===== config.mk =====
export PLATFORM = sky130hd
export DESIGN_NAME = avb_ctrl
export DESIGN_NICKNAME = d
export VERILOG_FILES = /design/src/hw/rtl/avb_pkg.sv /design/src/hw/rtl/avb_ctrl.sv
export SDC_FILE = /design/constraint.sdc
export NUM_CORES = 1
export LEC_CHECK = 0
export BUFFER_PORTS_ARGS = -buffer_cell sky130_fd_sc_hd__clkbuf_2
export CORE_MARGIN = 2
export CORE_UTILIZATION = 35
export CTS_BUF_LIST = sky130_fd_sc_hd__clkbuf_4
export DETAILED_ROUTE_END_ITERATION = 7
export SLEW_MARGIN = 20
export SYNTH_ARGS = -nofsm -noshare
export SYNTH_HDL_FRONTEND = slang
export SYNTH_SLANG_ARGS = --single-unit

===== constraint.sdc =====
create_clock -name clk -period 1.6 [get_ports clk]
set_input_delay 0.16 -clock clk [delete_from_list [all_inputs] [get_ports clk]]
set_output_delay 0.16 -clock clk [all_outputs]
set_load 0.1 [all_outputs]

===== src/hw/rtl/avb_pkg.sv =====
// shared types and constants for the envelope voice bank
`timescale 1ns / 1ps
package avb_pkg;

	localparam int LEVEL_W = 21;
	localparam int TIMER_W = 24;
	localparam int PRESS_W = 25;
	localparam int SEL_W = 4;
	localparam int CMD_W = 3;
	localparam logic [LEVEL_W-1:0] LEVEL_MAX = '1;

	localparam logic [CMD_W-1:0] CMD_STEP = 3'd0;
	localparam logic [CMD_W-1:0] CMD_PRESS_ALLOC = 3'd1;
	localparam logic [CMD_W-1:0] CMD_PRESS_VOICE = 3'd2;
	localparam logic [CMD_W-1:0] CMD_RELEASE = 3'd3;
	localparam logic [CMD_W-1:0] CMD_RELEASE_ALL = 3'd4;
	localparam logic [CMD_W-1:0] CMD_SET_LEVEL = 3'd5;

	localparam logic [2:0] REG_ATTACK = 3'd0;
	localparam logic [2:0] REG_DECAY = 3'd1;
	localparam logic [2:0] REG_RELEASE = 3'd2;
	localparam logic [2:0] REG_PEAK = 3'd3;
	localparam logic [2:0] REG_SUSTAIN = 3'd4;
	localparam logic [2:0] REG_MASTER = 3'd5;
	localparam logic [2:0] REG_MAX_STEP = 3'd6;

	typedef struct packed {
		logic [TIMER_W-1:0] attack;
		logic [TIMER_W-1:0] decay;
		logic [TIMER_W-1:0] release_len;
		logic [LEVEL_W-1:0] peak;
		logic [LEVEL_W-1:0] sustain;
		logic [LEVEL_W-1:0] master;
		logic [LEVEL_W-1:0] max_step;
	} cfg_t;

	typedef enum logic [3:0] {
		DP_NOP, DP_LATCH, DP_SCAN, DP_EXEC, DP_TICK, DP_ENV_SET, DP_REL_SET,
		DP_IMUL, DP_IDIV, DP_IFIN, DP_GM, DP_LO, DP_HI, DP_SUM, DP_SLEW, DP_OUT
	} dp_op_t;

	typedef struct packed {
		logic scan_done;
		logic div_done;
		logic enabled;
		logic held;
	} dp_status_t;

endpackage


===== src/hw/rtl/avb_ctrl.sv =====
// command sequencer and output word handshake
`timescale 1ns / 1ps
module avb_ctrl #(
	parameter int VOICES = 16
) (
	input  logic                          clk,
	input  logic                          arst_n,
	input  logic                          in_valid,
	output logic                          in_ready,
	input  logic [avb_pkg::CMD_W-1:0]     command,
	input  logic [avb_pkg::SEL_W-1:0]     voice_sel,
	output logic                          out_valid,
	input  logic                          out_ready,
	input  avb_pkg::dp_status_t           status,
	output avb_pkg::dp_op_t               op
);
	typedef enum logic [3:0] {
		S_IDLE, S_SCAN, S_EXEC, S_TICK, S_ENV, S_IMUL, S_IDIV, S_IFIN, S_RELSET,
		S_GM, S_LO, S_HI, S_SUM, S_SLEW, S_OUT
	} state_t;

	state_t state_q;
	logic rel_q, out_valid_q;
	logic in_fire, sel_bad, load;

	assign in_ready = state_q == S_IDLE;
	assign in_fire = in_valid && in_ready;
	assign out_valid = out_valid_q;
	assign sel_bad = {28'd0, voice_sel} >= 32'(VOICES);
	assign load = state_q == S_OUT && (!out_valid_q || out_ready);

	always_comb begin
		case (state_q)
			S_IDLE: op = in_fire ? avb_pkg::DP_LATCH : avb_pkg::DP_NOP;
			S_SCAN: op = avb_pkg::DP_SCAN;
			S_EXEC: op = avb_pkg::DP_EXEC;
			S_TICK: op = avb_pkg::DP_TICK;
			S_ENV: op = status.enabled ? avb_pkg::DP_ENV_SET : avb_pkg::DP_NOP;
			S_IMUL: op = avb_pkg::DP_IMUL;
			S_IDIV: op = avb_pkg::DP_IDIV;
			S_IFIN: op = avb_pkg::DP_IFIN;
			S_RELSET: op = avb_pkg::DP_REL_SET;
			S_GM: op = avb_pkg::DP_GM;
			S_LO: op = avb_pkg::DP_LO;
			S_HI: op = avb_pkg::DP_HI;
			S_SUM: op = avb_pkg::DP_SUM;
			S_SLEW: op = avb_pkg::DP_SLEW;
			S_OUT: op = load ? avb_pkg::DP_OUT : avb_pkg::DP_NOP;
			default: op = avb_pkg::DP_NOP;
		endcase
	end

	always_ff @(posedge clk or negedge arst_n) begin
		if (!arst_n) begin
			state_q <= S_IDLE;
			rel_q <= 1'b0;
			out_valid_q <= 1'b0;
		end else begin
			if (load) out_valid_q <= 1'b1;
			else if (out_ready) out_valid_q <= 1'b0;
			case (state_q)
				S_IDLE: begin
					if (in_fire) begin
						if (command == avb_pkg::CMD_PRESS_ALLOC) begin
							state_q <= S_SCAN;
						end else if (command == avb_pkg::CMD_RELEASE_ALL) begin
							state_q <= S_EXEC;
						end else if (command inside {avb_pkg::CMD_STEP,
								avb_pkg::CMD_PRESS_VOICE, avb_pkg::CMD_RELEASE,
								avb_pkg::CMD_SET_LEVEL} && !sel_bad) begin
							state_q <= (command == avb_pkg::CMD_STEP) ? S_TICK : S_EXEC;
						end else begin
							state_q <= S_OUT;
						end
					end
				end
				S_SCAN: if (status.scan_done) state_q <= S_EXEC;
				S_EXEC: state_q <= S_OUT;
				S_TICK: begin
					rel_q <= 1'b0;
					state_q <= S_ENV;
				end
				S_ENV: state_q <= status.enabled ? S_IMUL : S_OUT;
				S_IMUL: state_q <= S_IDIV;
				S_IDIV: if (status.div_done) state_q <= S_IFIN;
				S_IFIN: state_q <= (!rel_q && !status.held) ? S_RELSET : S_GM;
				S_RELSET: begin
					rel_q <= 1'b1;
					state_q <= S_IMUL;
				end
				S_GM: state_q <= S_LO;
				S_LO: state_q <= S_HI;
				S_HI: state_q <= S_SUM;
				S_SUM: state_q <= S_SLEW;
				S_SLEW: state_q <= S_OUT;
				S_OUT: if (load) state_q <= S_IDLE;
				default: state_q <= S_IDLE;
			endcase
		end
	end

	a_accept_leaves_idle: assert property (@(posedge clk) disable iff (!arst_n)
		in_fire |=> state_q != S_IDLE)
		else $error("accepted word did not start a sequence");

	a_load_sets_valid: assert property (@(posedge clk) disable iff (!arst_n)
		load |=> out_valid_q)
		else $error("result load lost");

	a_scan_to_exec: assert property (@(posedge clk) disable iff (!arst_n)
		(state_q == S_SCAN && status.scan_done) |=> state_q == S_EXEC)
		else $error("allocation scan did not finish into press");

	a_release_once: assert property (@(posedge clk) disable iff (!arst_n)
		state_q == S_RELSET |=> rel_q)
		else $error("release pass flag not set");

endmodule


# Yosys cells after proc, flatten, opt, wreduce, memory -nomap -nowiden
# Index checks and enable logic that the tools add are counted.
totals:
  wordCells: 58
  register_bits: 6
  out_inout_bits: 6
op_classes:
  n_eq_ne: 23
  reduce_logical: 14
  muxes: 18
op_table:
  columns: ["operator", "count"]
  rows:
  - ["case mux 4 bit (15 select lines)", 1]
  - ["case mux 4 bit (14 select lines)", 1]
  - ["2-to-1 mux 4 bit", 9]
  - ["== test 4 bit (second input constant)", 7]
  - ["== test 4 x 3 -> 1 bit (second input constant)", 4]
  - ["== test 4 x 2 -> 1 bit (second input constant)", 2]
  - ["== test 3 x 2 -> 1 bit (second input constant)", 2]
  - ["== test 3 bit (second input constant)", 2]
  - ["!= test 2 bit (second input constant)", 3]
  - ["2-to-1 mux 1 bit", 5]
  - ["== test 4 x 1 -> 1 bit (second input constant)", 1]
  - ["zero test 4 bit", 1]
  - ["AND reduction 4 bit", 1]
  - ["nonzero test 2 bit", 2]
  - ["nonzero test 4 bit", 1]
  - ["== test 3 x 1 -> 1 bit (second input constant)", 1]
  - ["logical AND 1 bit", 3]
  - ["zero test 1 bit", 3]
  - ["zero test 3 bit", 1]
  - ["2-to-1 mux 3 bit", 1]
  - ["!= test 2 x 1 -> 1 bit (second input constant)", 1]
  - ["case mux 1 bit (2 select lines)", 1]
  - ["OR reduction 2 bit", 1]
  - ["logical OR 1 bit", 1]

# Longest topological paths before layout
depth:
  ltp_word: 7
  mapped_depth: 5

# Least setup slack after synthesis
# Ideal clock, no wire load.
synth_timing:
  kind: "reg2out"
  startpoint: "register state_q[1]"
  endpoint: "output port in_ready"
  t_arrival_ps: 3597
  n_path_buf: 2
  path_stages_with_launch: 4
  slack_ps: -2157
  path_cell_list: "dfrtp_1 -> buf_6 -> buf_2 -> nor4_1"
synth_between:
  elab_chain_len: 1
synth_rtl:
  columns: ["element", "line_no", "rtl"]
  rows:
  - ["from (decl)", "avb_ctrl.sv:22", "state_t state_q;"]
  - ["from (signal assigned)", "avb_ctrl.sv:71", "state_q <= (command == avb_pkg::CMD_STEP) ? S_TICK : S_EXEC;"]
  - ["from (signal assigned)", "avb_ctrl.sv:83", "S_ENV: state_q <= status.enabled ? S_IMUL : S_OUT;"]
  - ["from (signal assigned)", "avb_ctrl.sv:86", "S_IFIN: state_q <= (!rel_q && !status.held) ? S_RELSET : S_GM;"]
  - ["zero test 4 bit", "avb_ctrl.sv:26", "assign in_ready = state_q == S_IDLE;"]
  - ["to (decl)", "avb_ctrl.sv:9", "output logic in_ready,"]
# No other way between the ends.

# Final worst setup path
layout_timing:
  startpoint: "register out_valid_q, in the netlist out_valid"
  endpoint: "output port op[1]"
layout_between:
  elab_chain_len: 5
layout_rtl:
  columns: ["element", "line_no", "rtl"]
  rows:
  - ["from (decl)", "avb_ctrl.sv:23", "logic rel_q, out_valid_q;"]
  - ["from (signal assigned)", "avb_ctrl.sv:57", "out_valid_q <= 1'b0;"]
  - ["from (signal assigned)", "avb_ctrl.sv:59", "if (load) out_valid_q <= 1'b1;"]
  - ["from (signal assigned)", "avb_ctrl.sv:60", "else if (out_ready) out_valid_q <= 1'b0;"]
  - ["zero test 1 bit", "avb_ctrl.sv:30", "assign load = state_q == S_OUT && (!out_valid_q || out_ready);"]
  - ["logical OR 1 bit", "avb_ctrl.sv:30", null]
  - ["logical AND 1 bit", "avb_ctrl.sv:30", null]
  - ["2-to-1 mux 4 bit", "avb_ctrl.sv:48", "S_OUT: op = load ? avb_pkg::DP_OUT : avb_pkg::DP_NOP;"]
  - ["case mux 4 bit (15 select lines)", "avb_ctrl.sv:33", "case (state_q)"]
  - ["to (decl)", "avb_ctrl.sv:15", "output avb_pkg::dp_op_t op"]
# No other way between the ends.

==> qor.yml <==
cts:
  cts_root_buffer: "clkbuf_4"
  clock_sinks: 6
  cts_max_path_buffers: 2
  cts.htree.levels: 1
  cts_tree: "built"
  path_clk_slew_ns: 0.05
  clk_latency_ns: 0.25
  tritoncts.num_buffers: 3
synthesis:
  yosys.cell_types.count: 36
  yosysWarnings: 0
  synth_area_per_cell_um2: 7.668
  postSynth.topFlopCell: "dfrtp_1"
  ys_seq_elements: 6
  syn-num-nets: 93
  synth.yosys.seq_area_share: 0.2510
  netlist_instances: 78
  postSynth.asyncResetShare: 1.000
  syn_area_um2: 598.1
  synth_enable_flop_cells: 0
floorplanning:
  num_io_pins: 21
  coreArea_um2: 1559
  floorplan.rows: 14
  die_area_um2: 2055
  initial_core_util: 0.3836
  die_x_um: 45.34
  die_h_um: 45.34
global_routing:
  largest_net_degree_at_the_start_of_global_routing: 11
  global_route.overflow_total: 0
  track_usage: 0.2002
  antenna_found_initial: 0
  grt_pass1_vias: 701
  grt_pass1_wl_mm: 2.960
flow_run:
  max_cap_violations: 0
route:
  via_cell_ratio: 6.039
  count_of_antenna_violating_nets_left_after_detailed_routing: 0
  drc_errors: 0
  wl_per_cell_um: 15.39
  via_count: 773
  drt_iter0_markers: 25
  wl_mm: 1.970
  first_pass_iters: 5
worst_setup_path:
  critical_path_class: "flop to output port"
  arrival_ns: 1.50
  critical_path_peak_fanout: 2
  critical-path-slowest-cell: "dfrtp_4"
  cp_cell_sequence: "nor2b_4 -> o21ai_4 -> a21oi_4 -> a31oi_4 -> buf_12"
  critical_path.n_buffers_inverters: 1
  worstSetupStartpointType: "flop"
  cp_top_family: "flip-flops"
  critPathRequiredTime_ns: 1.44
  max_stage_delay_ns: 0.47
  setup.worst_path.end_class: "output port"
placed_design:
  dp_cells: 117
  place.port_buffers: 16
  place.gp.congestion: 0.8853
  hpwlAfterDp_mm: 1.313
final_layout:
  layout_commonest_cell: "buf_4"
  layout.nets: 128
  antenna-diode-count: 0
  filler_cell_count: 125
  layout_common_cells: "buf_4, clkbuf_2, nand2_1"
  fraction_of_final_layout_cells_sized_beyond_drive_strength_1: 0.5804
  final-instance-count-excl-fill: 128
  areaGrowthSynthToFinish_pct: 75.73
sta:
  f_max_mhz: 602.3
  hold_viol: 0
  final_critical_path_required_period_ns: 1.660
  tightest_slew_ns: 0.5497
  report.final.slew_viol_count: 0
  setup_ws_ns: -0.06017
  setup-tns-final_ns: -0.1289
  grt_setup_unrepaired: "true"
  max_slew_margin: 0.6351
  finalSetupViolCount: 3
  final_min_period_over_clock_period: 1.038
  worst_clock_skew_ns: 0.01264
min_path:
  hold_path_class: "input port to flop"
status:
  violations: "setup timing"
  outcome: "finished with violations"
-- cell families (layout without fill, tap and decap cells) --
group / count (synthesis) / count (layout) / synth area share
buffers and inverters: 10 / 44 / 0.1025
DFF: 6 / 6 / 0.2510
muxes: 1 / 1 / 0.01674
xor gates and xnor gates: 1 / 1 / 0.01465
and+or+nand+nor: 30 / 30 / 0.2867
AOI/OAI and AO/OA: 30 / 30 / 0.3285
-- metal layers --
layer,up-vias,track usage,routed length (um),part of all wire
met5,-,0,0,0
met4,0,0.07647,27,0.014
met3,4,0.03600,95,0.048
met2,30,0.3286,988,0.50
met1,374,0.2592,858,0.44
li1,365,-,-,-
-- sequential cells by signal (all words and copies together) (netlist names) --
signal and cells:
out_valid 1, rel_q 1, state_q 4
-- final timing paths --
kind	start	end	slack, ns	cells after the start
max in group asynchronous	arst_n	state_q[0]	1.16	2
min	status[3]	state_q[0]	0.23	4
min reg2reg	rel_q	rel_q	0.52	2
max	out_valid	op[1]	-0.06	5
min in group asynchronous	arst_n	out_valid	0.26	2
max reg2reg	state_q[2]	state_q[1]	0.06	4
-- tightest hold or removal path: stages --
cell and delay [ns]:
clkbuf_2 0.09, nor4_1 0.04, nand2_1 0.07, o211ai_2 0.06
-- synthesized netlist by cell type, drive strengths merged (2+ instances only) --
master / number / area (um^2)
a211oi: 2 / 15.01
a21oi: 7 / 35.03
a31oi: 3 / 18.77
buf: 7 / 50.05
dfrtp: 6 / 150.1
inv: 3 / 11.26
nand2: 7 / 26.28
nand2b: 3 / 18.77
nand3: 4 / 20.02
nor2: 5 / 21.27
nor2b: 2 / 15.02
nor4: 2 / 12.51
o21ai: 9 / 45.04
-- through the flow --
step                  util  hold slack (ns)  area, um^2  setup WS (ns)
finish              0.6742           0.2337        1051       -0.06017
detailed placement  0.5730        -0.005372       893.4        0.02051
global route        0.6742           0.2547        1051        -0.1031
global placement    0.5730        -0.008348       893.4        0.03981
CTS                 0.6284           0.2288       979.7       -0.04022
floorplan                -          -0.1356       678.2        -0.2717
-- area by class of cell --
class / count / area (um^2) / share of cell area
Multi-Input combinational cell: 62 / 510.5 / 0.4857
Timing Repair Buffer: 37 / 320.3 / 0.3048
Sequential cell: 6 / 158.9 / 0.1512
Clock buffer: 4 / 30.03 / 0.02857
Tap cell: 16 / 20.02 / 0.01905
Inverter: 3 / 11.26 / 0.01071
-- what timing repair did --
action                                  in CTS  in global routing
hold endpoints to repair                     6                  0
setup buffers                                3                  3
endpoints found under the setup margin       5                  6
hold buffers                                 1                  0
pin swaps                                    0                  3
resized for setup                           10                  9
Power is not shown: default switching activity piles up to over one toggle a cycle in this logic, so the estimate is an artifact.
