===== config.mk =====
export PLATFORM = sky130hd
export DESIGN_NAME = avb_dp
export DESIGN_NICKNAME = d
export VERILOG_FILES = /design/src/hw/rtl/avb_pkg.sv /design/src/hw/rtl/avb_dp.sv
export SDC_FILE = /design/constraint.sdc
export NUM_CORES = 2
export LEC_CHECK = 0
export ABC_AREA = 0
export BUFFER_PORTS_ARGS = -buffer_cell sky130_fd_sc_hd__buf_4
export CAP_MARGIN = 15
export CORE_ASPECT_RATIO = 1.1
export CORE_MARGIN = 4
export CORE_UTILIZATION = 55
export CTS_CLUSTER_DIAMETER = 120
export CTS_CLUSTER_SIZE = 14
export DETAILED_ROUTE_END_ITERATION = 10
export PLACE_DENSITY = 0.8
export SYNTH_ARGS = -nofsm -noshare
export SYNTH_HDL_FRONTEND = slang
export SYNTH_SLANG_ARGS = --single-unit

===== constraint.sdc =====
create_clock -name clk -period 17.7 [get_ports clk]
set_input_delay 1.77 -clock clk [delete_from_list [all_inputs] [get_ports clk]]
set_output_delay 1.77 -clock clk [all_outputs]
set_load 0.01 [all_outputs]

===== src/hw/rtl/avb_pkg.sv =====
// shared types and constants for the envelope voice bank
`timescale 1ns / 1ps
package avb_pkg;

	localparam int LEVEL_W = 21;
	localparam int TIMER_W = 24;
	localparam int PRESS_W = 25;
	localparam int SEL_W = 4;
	localparam int CMD_W = 3;
	localparam logic [LEVEL_W-1:0] LEVEL_MAX = '1;

	localparam logic [CMD_W-1:0] CMD_STEP = 3'd0;
	localparam logic [CMD_W-1:0] CMD_PRESS_ALLOC = 3'd1;
	localparam logic [CMD_W-1:0] CMD_PRESS_VOICE = 3'd2;
	localparam logic [CMD_W-1:0] CMD_RELEASE = 3'd3;
	localparam logic [CMD_W-1:0] CMD_RELEASE_ALL = 3'd4;
	localparam logic [CMD_W-1:0] CMD_SET_LEVEL = 3'd5;

	localparam logic [2:0] REG_ATTACK = 3'd0;
	localparam logic [2:0] REG_DECAY = 3'd1;
	localparam logic [2:0] REG_RELEASE = 3'd2;
	localparam logic [2:0] REG_PEAK = 3'd3;
	localparam logic [2:0] REG_SUSTAIN = 3'd4;
	localparam logic [2:0] REG_MASTER = 3'd5;
	localparam logic [2:0] REG_MAX_STEP = 3'd6;

	typedef struct packed {
		logic [TIMER_W-1:0] attack;
		logic [TIMER_W-1:0] decay;
		logic [TIMER_W-1:0] release_len;
		logic [LEVEL_W-1:0] peak;
		logic [LEVEL_W-1:0] sustain;
		logic [LEVEL_W-1:0] master;
		logic [LEVEL_W-1:0] max_step;
	} cfg_t;

	typedef enum logic [3:0] {
		DP_NOP, DP_LATCH, DP_SCAN, DP_EXEC, DP_TICK, DP_ENV_SET, DP_REL_SET,
		DP_IMUL, DP_IDIV, DP_IFIN, DP_GM, DP_LO, DP_HI, DP_SUM, DP_SLEW, DP_OUT
	} dp_op_t;

	typedef struct packed {
		logic scan_done;
		logic div_done;
		logic enabled;
		logic held;
	} dp_status_t;

endpackage


===== src/hw/rtl/avb_dp.sv =====
// voice state, shared multiplier, divider and output word register
`timescale 1ns / 1ps
module avb_dp #(
	parameter int VOICES = 16
) (
	input  logic                          clk,
	input  logic                          arst_n,
	input  avb_pkg::dp_op_t               op,
	input  avb_pkg::cfg_t                 cfg,
	input  logic [avb_pkg::CMD_W-1:0]     command,
	input  logic [avb_pkg::SEL_W-1:0]     voice_sel,
	input  logic [avb_pkg::LEVEL_W-1:0]   voice_level,
	output avb_pkg::dp_status_t           status,
	output logic [avb_pkg::SEL_W-1:0]     voice_out,
	output logic [avb_pkg::LEVEL_W-1:0]   level_out,
	output logic                          active
);
	localparam int VIW = (VOICES > 1) ? $clog2(VOICES) : 1;
	localparam int LW = avb_pkg::LEVEL_W;
	localparam int TW = avb_pkg::TIMER_W;
	localparam int PW = avb_pkg::PRESS_W;

	logic [VOICES-1:0] en_q, held_q;
	logic [PW-1:0] pc_q [VOICES];
	logic [TW-1:0] rc_q [VOICES];
	logic [LW-1:0] gain_q [VOICES];
	logic [LW-1:0] lvl_q [VOICES];

	logic [avb_pkg::CMD_W-1:0] cmd_q;
	logic [avb_pkg::SEL_W-1:0] sel_q;
	logic [LW-1:0] lvlin_q;
	logic [VIW-1:0] v_q, scan_q;
	logic [TW:0] best_q;
	logic [LW-1:0] ia_q, ib_q, env_q;
	logic [PW-1:0] it_q;
	logic [TW-1:0] il_q, rem_q;
	logic [LW-1:0] lowq_q;
	logic [4:0] dcnt_q;
	logic neg_q, zero_q;
	logic [2*LW-1:0] gm_q, hi_q;
	logic [3*LW-1:0] acc_q;

	logic [VIW-1:0] rd_idx;
	logic rd_en, rd_held;
	logic [PW-1:0] rd_pc;
	logic [TW-1:0] rd_rc;
	logic [LW-1:0] rd_gain, rd_lvl;
	logic [TW-1:0] tt, mag;
	logic [2*TW-1:0] mul_p;
	logic [TW-1:0] mul_a, mul_b;
	logic [TW:0] trial;
	logic ge, sel_bad;
	logic [LW+1:0] tgt_hi;
	logic [LW-1:0] tgt, lim, new_lvl;

	always_comb begin
		rd_idx = (op == avb_pkg::DP_SCAN) ? scan_q : v_q;
		rd_en = en_q[rd_idx];
		rd_held = held_q[rd_idx];
		rd_pc = pc_q[rd_idx];
		rd_rc = rc_q[rd_idx];
		rd_gain = gain_q[rd_idx];
		rd_lvl = lvl_q[rd_idx];
	end

	always_comb begin
		tt = (it_q > {1'b0, il_q}) ? il_q : it_q[TW-1:0];
		mag = (ib_q >= ia_q) ? TW'(ib_q - ia_q) : TW'(ia_q - ib_q);
		mul_a = '0;
		mul_b = '0;
		case (op)
			avb_pkg::DP_IMUL: begin
				mul_a = mag;
				mul_b = tt;
			end
			avb_pkg::DP_GM: begin
				mul_a = TW'(rd_gain);
				mul_b = TW'(cfg.master);
			end
			avb_pkg::DP_LO: begin
				mul_a = TW'(gm_q[LW-1:0]);
				mul_b = TW'(env_q);
			end
			avb_pkg::DP_HI: begin
				mul_a = TW'(gm_q[2*LW-1:LW]);
				mul_b = TW'(env_q);
			end
			default: begin
				mul_a = '0;
				mul_b = '0;
			end
		endcase
		mul_p = mul_a * mul_b;
	end

	always_comb begin
		trial = {rem_q, lowq_q[LW-1]};
		ge = trial >= {1'b0, il_q};
	end

	always_comb begin
		tgt_hi = acc_q[3*LW-1:2*LW-2];
		tgt = (tgt_hi > (LW+2)'(avb_pkg::LEVEL_MAX)) ? avb_pkg::LEVEL_MAX : tgt_hi[LW-1:0];
		lim = (cfg.max_step == '0) ? LW'(1) : cfg.max_step;
		if (tgt > rd_lvl) begin
			new_lvl = (LW'(tgt - rd_lvl) > lim) ? LW'(rd_lvl + lim) : tgt;
		end else begin
			new_lvl = (LW'(rd_lvl - tgt) > lim) ? LW'(rd_lvl - lim) : tgt;
		end
	end

	assign sel_bad = {28'd0, sel_q} >= 32'(VOICES);

	always_comb begin
		status.scan_done = !rd_en || (scan_q == VIW'(VOICES - 1));
		status.div_done = dcnt_q == 5'(LW - 1);
		status.enabled = rd_en;
		status.held = rd_held;
	end

	// flags
	always_ff @(posedge clk or negedge arst_n) begin
		if (!arst_n) begin
			en_q <= '0;
			held_q <= '0;
		end else begin
			case (op)
				avb_pkg::DP_EXEC: begin
					case (cmd_q)
						avb_pkg::CMD_PRESS_ALLOC, avb_pkg::CMD_PRESS_VOICE: begin
							en_q[v_q] <= 1'b1;
							held_q[v_q] <= 1'b1;
						end
						avb_pkg::CMD_RELEASE: held_q[v_q] <= 1'b0;
						avb_pkg::CMD_RELEASE_ALL: held_q <= '0;
						default: ;
					endcase
				end
				avb_pkg::DP_TICK: begin
					if (rd_en && !rd_held && rd_rc == TW'(1)) begin
						en_q[v_q] <= 1'b0;
					end
				end
				default: ;
			endcase
		end
	end

	// voice payload and working registers
	always_ff @(posedge clk) begin
		case (op)
			avb_pkg::DP_LATCH: begin
				cmd_q <= command;
				sel_q <= voice_sel;
				lvlin_q <= voice_level;
				v_q <= (command == avb_pkg::CMD_PRESS_ALLOC) ? VIW'(VOICES - 1) : VIW'(voice_sel);
				scan_q <= '0;
				best_q <= '1;
			end
			avb_pkg::DP_SCAN: begin
				if (!rd_en) begin
					v_q <= scan_q;
				end else if ({1'b0, rd_rc} < best_q) begin
					best_q <= {1'b0, rd_rc};
					v_q <= scan_q;
				end
				scan_q <= VIW'(scan_q + 1'b1);
			end
			avb_pkg::DP_EXEC: begin
				case (cmd_q)
					avb_pkg::CMD_PRESS_ALLOC, avb_pkg::CMD_PRESS_VOICE: begin
						pc_q[v_q] <= PW'(cfg.attack) + PW'(cfg.decay);
						rc_q[v_q] <= cfg.release_len;
						gain_q[v_q] <= lvlin_q;
						lvl_q[v_q] <= '0;
					end
					avb_pkg::CMD_SET_LEVEL: gain_q[v_q] <= lvlin_q;
					default: ;
				endcase
			end
			avb_pkg::DP_TICK: begin
				if (rd_en) begin
					if (rd_held) begin
						if (rd_pc != '0) pc_q[v_q] <= PW'(rd_pc - 1'b1);
					end else if (rd_rc != '0) begin
						rc_q[v_q] <= TW'(rd_rc - 1'b1);
						if (rd_rc == TW'(1)) lvl_q[v_q] <= '0;
					end
				end
			end
			avb_pkg::DP_ENV_SET: begin
				if (rd_pc > {1'b0, cfg.decay}) begin
					ia_q <= cfg.peak;
					ib_q <= '0;
					it_q <= PW'(rd_pc - {1'b0, cfg.decay});
					il_q <= cfg.attack;
				end else if (rd_pc != '0) begin
					ia_q <= cfg.sustain;
					ib_q <= cfg.peak;
					it_q <= rd_pc;
					il_q <= cfg.decay;
				end else begin
					ia_q <= cfg.sustain;
					ib_q <= '0;
					it_q <= '0;
					il_q <= '0;
				end
			end
			avb_pkg::DP_REL_SET: begin
				ia_q <= '0;
				ib_q <= env_q;
				it_q <= {1'b0, rd_rc};
				il_q <= cfg.release_len;
			end
			avb_pkg::DP_IMUL: begin
				rem_q <= mul_p[TW+LW-1:LW];
				lowq_q <= mul_p[LW-1:0];
				dcnt_q <= '0;
				neg_q <= ib_q < ia_q;
				zero_q <= il_q == '0;
			end
			avb_pkg::DP_IDIV: begin
				rem_q <= ge ? TW'(trial - {1'b0, il_q}) : trial[TW-1:0];
				lowq_q <= {lowq_q[LW-2:0], ge};
				dcnt_q <= 5'(dcnt_q + 1'b1);
			end
			avb_pkg::DP_IFIN: begin
				if (zero_q) env_q <= ia_q;
				else if (neg_q) env_q <= LW'(ia_q - lowq_q);
				else env_q <= LW'(ia_q + lowq_q);
			end
			avb_pkg::DP_GM: gm_q <= mul_p[2*LW-1:0];
			avb_pkg::DP_LO: acc_q <= (3*LW)'(mul_p[2*LW-1:0]);
			avb_pkg::DP_HI: hi_q <= mul_p[2*LW-1:0];
			avb_pkg::DP_SUM: acc_q <= acc_q + {hi_q, {LW{1'b0}}};
			avb_pkg::DP_SLEW: lvl_q[v_q] <= new_lvl;
			avb_pkg::DP_OUT: begin
				case (cmd_q)
					avb_pkg::CMD_STEP, avb_pkg::CMD_PRESS_VOICE, avb_pkg::CMD_RELEASE,
					avb_pkg::CMD_SET_LEVEL: begin
						voice_out <= sel_bad ? sel_q : avb_pkg::SEL_W'(v_q);
						level_out <= (!sel_bad && rd_en) ? rd_lvl : '0;
						active <= !sel_bad && rd_en;
					end
					avb_pkg::CMD_PRESS_ALLOC: begin
						voice_out <= avb_pkg::SEL_W'(v_q);
						level_out <= rd_en ? rd_lvl : '0;
						active <= rd_en;
					end
					default: begin
						voice_out <= '0;
						level_out <= '0;
						active <= 1'b0;
					end
				endcase
			end
			default: ;
		endcase
	end

endmodule


## Word-level counts from Yosys, hierarchy flattened

Memory sizes are Yosys's and may differ from the RTL's.
Cells that the tools add are included.

- Eq/ne operators: 29
- $lt $le $gt $ge: 13
- Multiplexer cells: 75
- Multiply operators: 1
- Bitwise operators: 10
- Add/sub/neg operators: 16
- Reduce and logical (&&, ||, !) cells: 25

Operators with widths:

| operator | count |
|---|---|
| $mux W21 | 13 |
| $mux W24 | 6 |
| $pmux W21 S2 | 3 |
| $pmux W63 S2 | 1 |
| $mux W25 | 5 |
| $pmux W25 S2 | 2 |
| $pmux W24 S2 | 2 |
| $pmux W24 S4 | 1 |
| $sub A21 B21 Y21 | 4 |
| $pmux W24 S3 | 1 |
| $add A63 B63 Y63 | 1 |
| $gt A21 B21 Y1 | 3 |
| $gt A25 B24 Y1 | 2 |
| $pmux W16 S3 | 1 |
| $mul A24 B24 Y45 | 1 |
| $sub A21 B21 Y22 | 2 |
| $add A21 B21 Y21 | 2 |
| $eq A4 B4 Y1 const B | 9 |
| $and A16 B16 Y16 | 2 |
| $mux W16 | 2 |
| $or A16 B16 Y16 | 2 |
| $pmux W16 S2 | 1 |
| $mux W1 | 27 |
| $add A24 B24 Y25 | 1 |
| 45 further kinds | 75 |

- Logic and storage cells: 196
- Bits in writable memories: 1456
- Input port bits: 190
- Output and inout bits: 30
- Memories: 4
- Bits in registers: 426

Memories:

| memory | words | width | read ports | clocked after memory_dff | write ports | RTL line | RTL |
|---|---|---|---|---|---|---|---|
| pc_q | 16 | 25 | 1 | 0 | 1 | avb_dp.sv:24 | `logic [PW-1:0] pc_q [VOICES];` |
| rc_q | 16 | 24 | 1 | 0 | 1 | avb_dp.sv:25 | `logic [TW-1:0] rc_q [VOICES];` |
| gain_q | 16 | 21 | 1 | 0 | 1 | avb_dp.sv:26 | `logic [LW-1:0] gain_q [VOICES];` |
| lvl_q | 16 | 21 | 1 | 0 | 1 | avb_dp.sv:27 | `logic [LW-1:0] lvl_q [VOICES];` |

## Logic depth before layout (Yosys ltp)

An unclocked memory read counts as a cell.

- Word-level depth: 12
- Gate-level depth with buffers: 45
- Depth with buffers taken out: 41

## Worst setup path after synthesis

Ideal clock, no wire load.

- Path type: input to register
- Start: input port op[2]
- End: register rem_q[22], data pin
- Stages on the path: 40
- Arrival time: 11014 ps
- Library setup time: 258 ps
- Data required time: 17442 ps
- Buffers on the path: 9
- Setup slack: 6428 ps
- Cell sequence: buf_2 > nor4b_4 > buf_6 > mux2i_2 > buf_4 > clkbuf_1 > buf_1 > clkbuf_1 > clkbuf_1 > nand2_1 > nand3_1 > nand3_1 > o211ai_1 > clkbuf_1 > nand2_1 > fa_1 > inv_1 > fa_1 > (+4 left out) > inv_1 > fa_1 > inv_1 > fa_1 > inv_1 > ha_1 > clkbuf_1 > nand2_1 > o21ai_0 > a2111oi_0 > nor3_1 > o21ai_0 > o21ai_0 > a41oi_1 > a211o_1 > o21ai_0 > xor2_1 > o221a_2

- Cells in the longest elaborated chain, start to end: 6
- Elaborated cells on any way between the ends: 13
- Those cells by class: mul (1); eq/ne (6); mux (4); reduce/logical (1); memory (1)

RTL lines:

| item | RTL line | RTL |
|---|---|---|
| start: declaration | avb_dp.sv:8 | `input avb_pkg::dp_op_t op,` |
| $eq A4 B2 Y1 | avb_dp.sv:57 | `rd_idx = (op == avb_pkg::DP_SCAN) ? scan_q : v_q;` |
| $mux W4 | avb_dp.sv:57 |  |
| $mem_v2 Z16 W21 | -- |  |
| $pmux W24 S4 | avb_dp.sv:71 | `case (op)` |
| $mul A24 B24 Y45 | avb_dp.sv:93 | `mul_p = mul_a * mul_b;` |
| $pmux W24 S2 (*) | avb_dp.sv:151 | `case (op)` |
| end signal: assignment | avb_dp.sv:216 | `rem_q <= mul_p[TW+LW-1:LW];` |
| end signal: assignment | avb_dp.sv:223 | `rem_q <= ge ? TW'(trial - {1'b0, il_q}) : trial[TW-1:0];` |
| end: declaration | avb_dp.sv:36 | `logic [TW-1:0] il_q, rem_q;` |

Mark *: on every way between the ends. The rest lies on a longest branch, timed or not.
A chain may end at the register's enable or synchronous reset.

## Worst setup path after layout

- Start: input port op[3]
- End: register rem_q[4], data pin

Same word-level chain as after synthesis.

==> flow_metrics.env <==
export IMPL_run_status="completed"
export IMPL_fin_worst_skew_ns=0.0573
export IMPL_final_min_period_over_clock_period_pct=75.1
export IMPL_hold_viol=0
export IMPL_timing_critical_path_from="op[3]"
export IMPL_cts_tree="yes"
export IMPL_setup_tns_ns=0
export IMPL_die_w_um=433
export IMPL_yosys_area_share_adder_pct=14.8
export IMPL_complex_gate_fraction_of_the_synthesized_area_pct=8.82
export IMPL_setup_worst_path_end_class="flip-flop"
export IMPL_finalPower_mw=9.99
export IMPL_layout_area_seq_mm2=0.0557
export IMPL_multi_input_comb_area_mm2=0.0487
export IMPL_drc_errors=0
export IMPL_required_time_of_the_critical_path_ns=18.18
export IMPL_dominant_combinational_cell_family_by_area_after_synthesis="adder cells"
export IMPL_via_count=77300
export IMPL_num_rows=171
export IMPL_viasPerCell=6.47
export IMPL_max_cap_viol_count=0
export IMPL_syn_nets=10400
export IMPL_cp_class="in2reg"
export IMPL_postSynthRegisterBits=1861
export IMPL_dp_hpwl_um=232000
export IMPL_cts_setup_buffers=0
export IMPL_maximum_number_of_pins_on_one_net_before_global_route_repair=165
export IMPL_placeableCoreArea_mm2=0.198
export IMPL_filler_cell_count=15200
export IMPL_critPathSlowestCell="sky130_fd_sc_hd__mux2_8"
export IMPL_place_detailed_instances=11700
export IMPL_floorplan_initialDensity_pct=55.4
export IMPL_switchingPower_mw=2.83
export IMPL_cts_hold_buffers=0
export IMPL_cts_root_buf="sky130_fd_sc_hd__clkbuf_16"
export IMPL_boundaryPins=220
export IMPL_clock_transition_at_the_register_clock_pins_on_the_worst_setup_and_hold_paths_after_cts_ns=0.08
export IMPL_final_hold_worst_slack_ns=0.498
export IMPL_dr_first_iter_drc_count=10100
export IMPL_internal_power_mw=7.15
export IMPL_port_buffer_count=219
export IMPL_slew_headroom_pct=13.3
export IMPL_clk_latency_ns=0.83
export IMPL_p_sw_share_pct=28.4
export IMPL_antenna_violations_before_repair=30
export IMPL_floorplan_die_area_mm2=0.206
export IMPL_timing_hold_worst_class="reg2reg"
export IMPL_gp_congestion=1.02
export IMPL_average_instance_area_after_synthesis_um2=12.0
export IMPL_drtPass1Iterations=9
export IMPL_lkg_pwr_nw=45.8
export IMPL_worst_r2r_startpoint="ia_q[1]$_SDFFCE_PP0P_"
export IMPL_synth_mux_area_share_pct=6.35
export IMPL_timing_critical_path_fanout_max=103
export IMPL_wire_per_inst_um=28.7
export IMPL_tightest_slew_ns=1.30
export IMPL_synthFlopType="sky130_fd_sc_hd__edfxtp_1"
export IMPL_largest_stage_delay_on_the_critical_path_ns=0.94
export IMPL_grtUsageTotal_pct=33.1
export IMPL_synth_edff_count=1829
export IMPL_final_critical_path_setup_slack_ns=4.40
export IMPL_synth_xor_xnor_area_share_pct=2.40
export IMPL_place_ws_ns=3.99
export IMPL_timing_max_transition_violations_final=0
export IMPL_crit_top_cell="sky130_fd_sc_hd__fa_1"
export IMPL_cts_htree_levels=4
export IMPL_final_util_pct=60.0
export IMPL_postSynth_asyncResetShare_pct=1.72
export IMPL_clock_path_buffers=3
export IMPL_start_kind="input port"
export IMPL_syn_std_cell_area_mm2=0.109
export IMPL_first_global_vias=78300
export IMPL_share_clk_of_total_power_pct=31.3
export IMPL_gr_total_overflow=0
export IMPL_grt_pass1_wl_um=503000
export IMPL_synthDistinctLibCells=107
export IMPL_yosys_warnings=0
export IMPL_power_density_mw_per_mm2=84.3
export IMPL_timing_critical_path_arrival_ns=13.78
export IMPL_post_route_min_period_ns=13.30
export IMPL_syn_to_final_growth_pct=8.28
export IMPL_combPwrFrac_pct=18.7
export IMPL_synth_simple_gate_area_share_pct=11.5
export IMPL_cts_sinks=1861
export IMPL_syn_instance_count=9160
export IMPL_numCtsBuffers=152
export IMPL_dpl_instance_area_mm2=0.114
export IMPL_post_layout_instance_area_mm2=0.119
export IMPL_maximum_vdd_ir_drop_mv=0.0856
export IMPL_grt_setup_unrepaired="no"
export IMPL_max_freq_mhz=75.2
export IMPL_seq_area_frac_synth_pct=50.9
export IMPL_die_y_um=476
export IMPL_finish_net_count=10500
export IMPL_wirelength_um=343000
export IMPL_ctsResizeCount=0
export IMPL_drt_antenna_violating_nets=0
export IMPL_layout_cells_non_filler=11900
export IMPL_drive_gt1_share_pct=11.3
export IMPL_setup_violations=0
export IMPL_power_sequential_fraction_pct=49.9
[power by group through the flow]
stage / clock network, mW / registers [mW] / logic, mW
3_3_place_gp: 0 / 5.08 / 1.75
3_5_place_dp: 0 / 5.08 / 1.79
6_report: 3.13 / 4.99 / 1.87
5_1_grt: 3.31 / 4.99 / 2.01
4_1_cts: 3.14 / 4.99 / 1.81
2_1_floorplan: 0 / 5.07 / 1.17
[area by class of cell]
class | instances | area share (%)
clock buffer | 171 | 3.27
inverter | 842 | 2.67
timing repair buffer | 447 | 2.94
clock inverter | 18 | 0.284
multi-input combinational | 5993 | 41.0
sequential | 1861 | 47.0
tap | 2595 | 2.74
antenna | 22 | 0.0464
[kinds of logic after synthesis]
kind of cell / count (synthesis)
and+or+nand+nor: 2786
DFF: 1861
AOI/OAI and AO/OA: 1501
buffers and inverters: 1306
adders and majority gates: 1003
muxes: 404
xor gates and xnor gates: 299
[cell usage in the layout (no fill, tap or decap), types with 32 or more instances in the layout]
master                      count
sky130_fd_sc_hd__a211oi_1      37
sky130_fd_sc_hd__a21o_1       132
sky130_fd_sc_hd__a21oi_1      396
sky130_fd_sc_hd__a22o_1        36
sky130_fd_sc_hd__a22oi_1       65
sky130_fd_sc_hd__a31oi_1      107
sky130_fd_sc_hd__a32oi_1       41
sky130_fd_sc_hd__and2_1       170
sky130_fd_sc_hd__and3_1        71
sky130_fd_sc_hd__buf_4        431
sky130_fd_sc_hd__clkbuf_16    152
sky130_fd_sc_hd__dfrtp_1       32
sky130_fd_sc_hd__edfxtp_1    1829
sky130_fd_sc_hd__fa_1         493
sky130_fd_sc_hd__ha_1         510
sky130_fd_sc_hd__inv_1        842
sky130_fd_sc_hd__mux2i_1      150
sky130_fd_sc_hd__mux4_2       219
sky130_fd_sc_hd__nand2_1     1368
sky130_fd_sc_hd__nand2b_1      61
sky130_fd_sc_hd__nand3_1      242
sky130_fd_sc_hd__nand4_1       84
sky130_fd_sc_hd__nor2_1       413
sky130_fd_sc_hd__nor2_2        45
sky130_fd_sc_hd__nor2_4        33
sky130_fd_sc_hd__nor2b_1       57
sky130_fd_sc_hd__nor3_1        81
sky130_fd_sc_hd__nor4_1        37
sky130_fd_sc_hd__o21ai_0      290
sky130_fd_sc_hd__o21ai_1       57
sky130_fd_sc_hd__o21bai_1      42
sky130_fd_sc_hd__or3_1         39
sky130_fd_sc_hd__xnor2_1      203
sky130_fd_sc_hd__xor2_1        95
[Yosys cell counts (all sizes together), types with 132 or more instances]
cell | count | area, µm²
edfxtp | 1829 | 54900
o21ai | 373 | 1900
a21oi | 405 | 2060
mux2i | 157 | 1600
nor2 | 491 | 1870
nand2 | 1371 | 5150
clkbuf | 270 | 1010
inv | 842 | 3160
mux4 | 225 | 5090
fa | 493 | 9870
and2 | 170 | 1060
ha | 510 | 6380
xnor2 | 203 | 1780
nand3 | 244 | 1230
buf | 194 | 1540
a21o | 132 | 991
[state kept, by name (all words and copies together), names as in the netlist, 3 cells and up, named ones only]
register   flops
cmd_q          3
lvlin_q       21
lvl_q        336
held_q        16
rem_q         24
level_out     21
gain_q       336
ia_q          21
voice_out      4
dcnt_q         5
il_q          24
rc_q         384
lowq_q        21
hi_q          42
acc_q         42
pc_q         400
gm_q          42
it_q          25
scan_q         4
v_q            4
ib_q          21
best_q        25
env_q         21
[worst max-delay path: cells and delay by family]
kind / cells / cell delay [ns]
simple gates: 5 / 1.10
buf+inv: 8 / 1.74
compound gates: 11 / 2.71
mux: 2 / 1.29
xor+xnor: 1 / 0.89
fa+ha+maj: 8 / 4.12
[layer usage]
layer	track usage [%]	up-vias	wire [µm]
li1	-	32800	-
met1	40.4	38100	117000
met2	50.9	5272	156000
met3	9.11	1165	40600
met4	23.8	8	28800
met5	0	-	57
[path summary, 6_finish.rpt]
path,end,slack (ns),cells after the start
max in group asynchronous,held_q[7]$_DFFE_PN0P_,16.47,1
min reg2reg,flip-flop,0.50,1
max,rem_q[4]$_DFFE_PP_,4.40,35
min in group asynchronous,async pin,0.91,1
max reg2reg,rem_q[4]$_DFFE_PP_,4.52,36
min,flip-flop,0.50,1
Power figures use the tool's default switching activity.
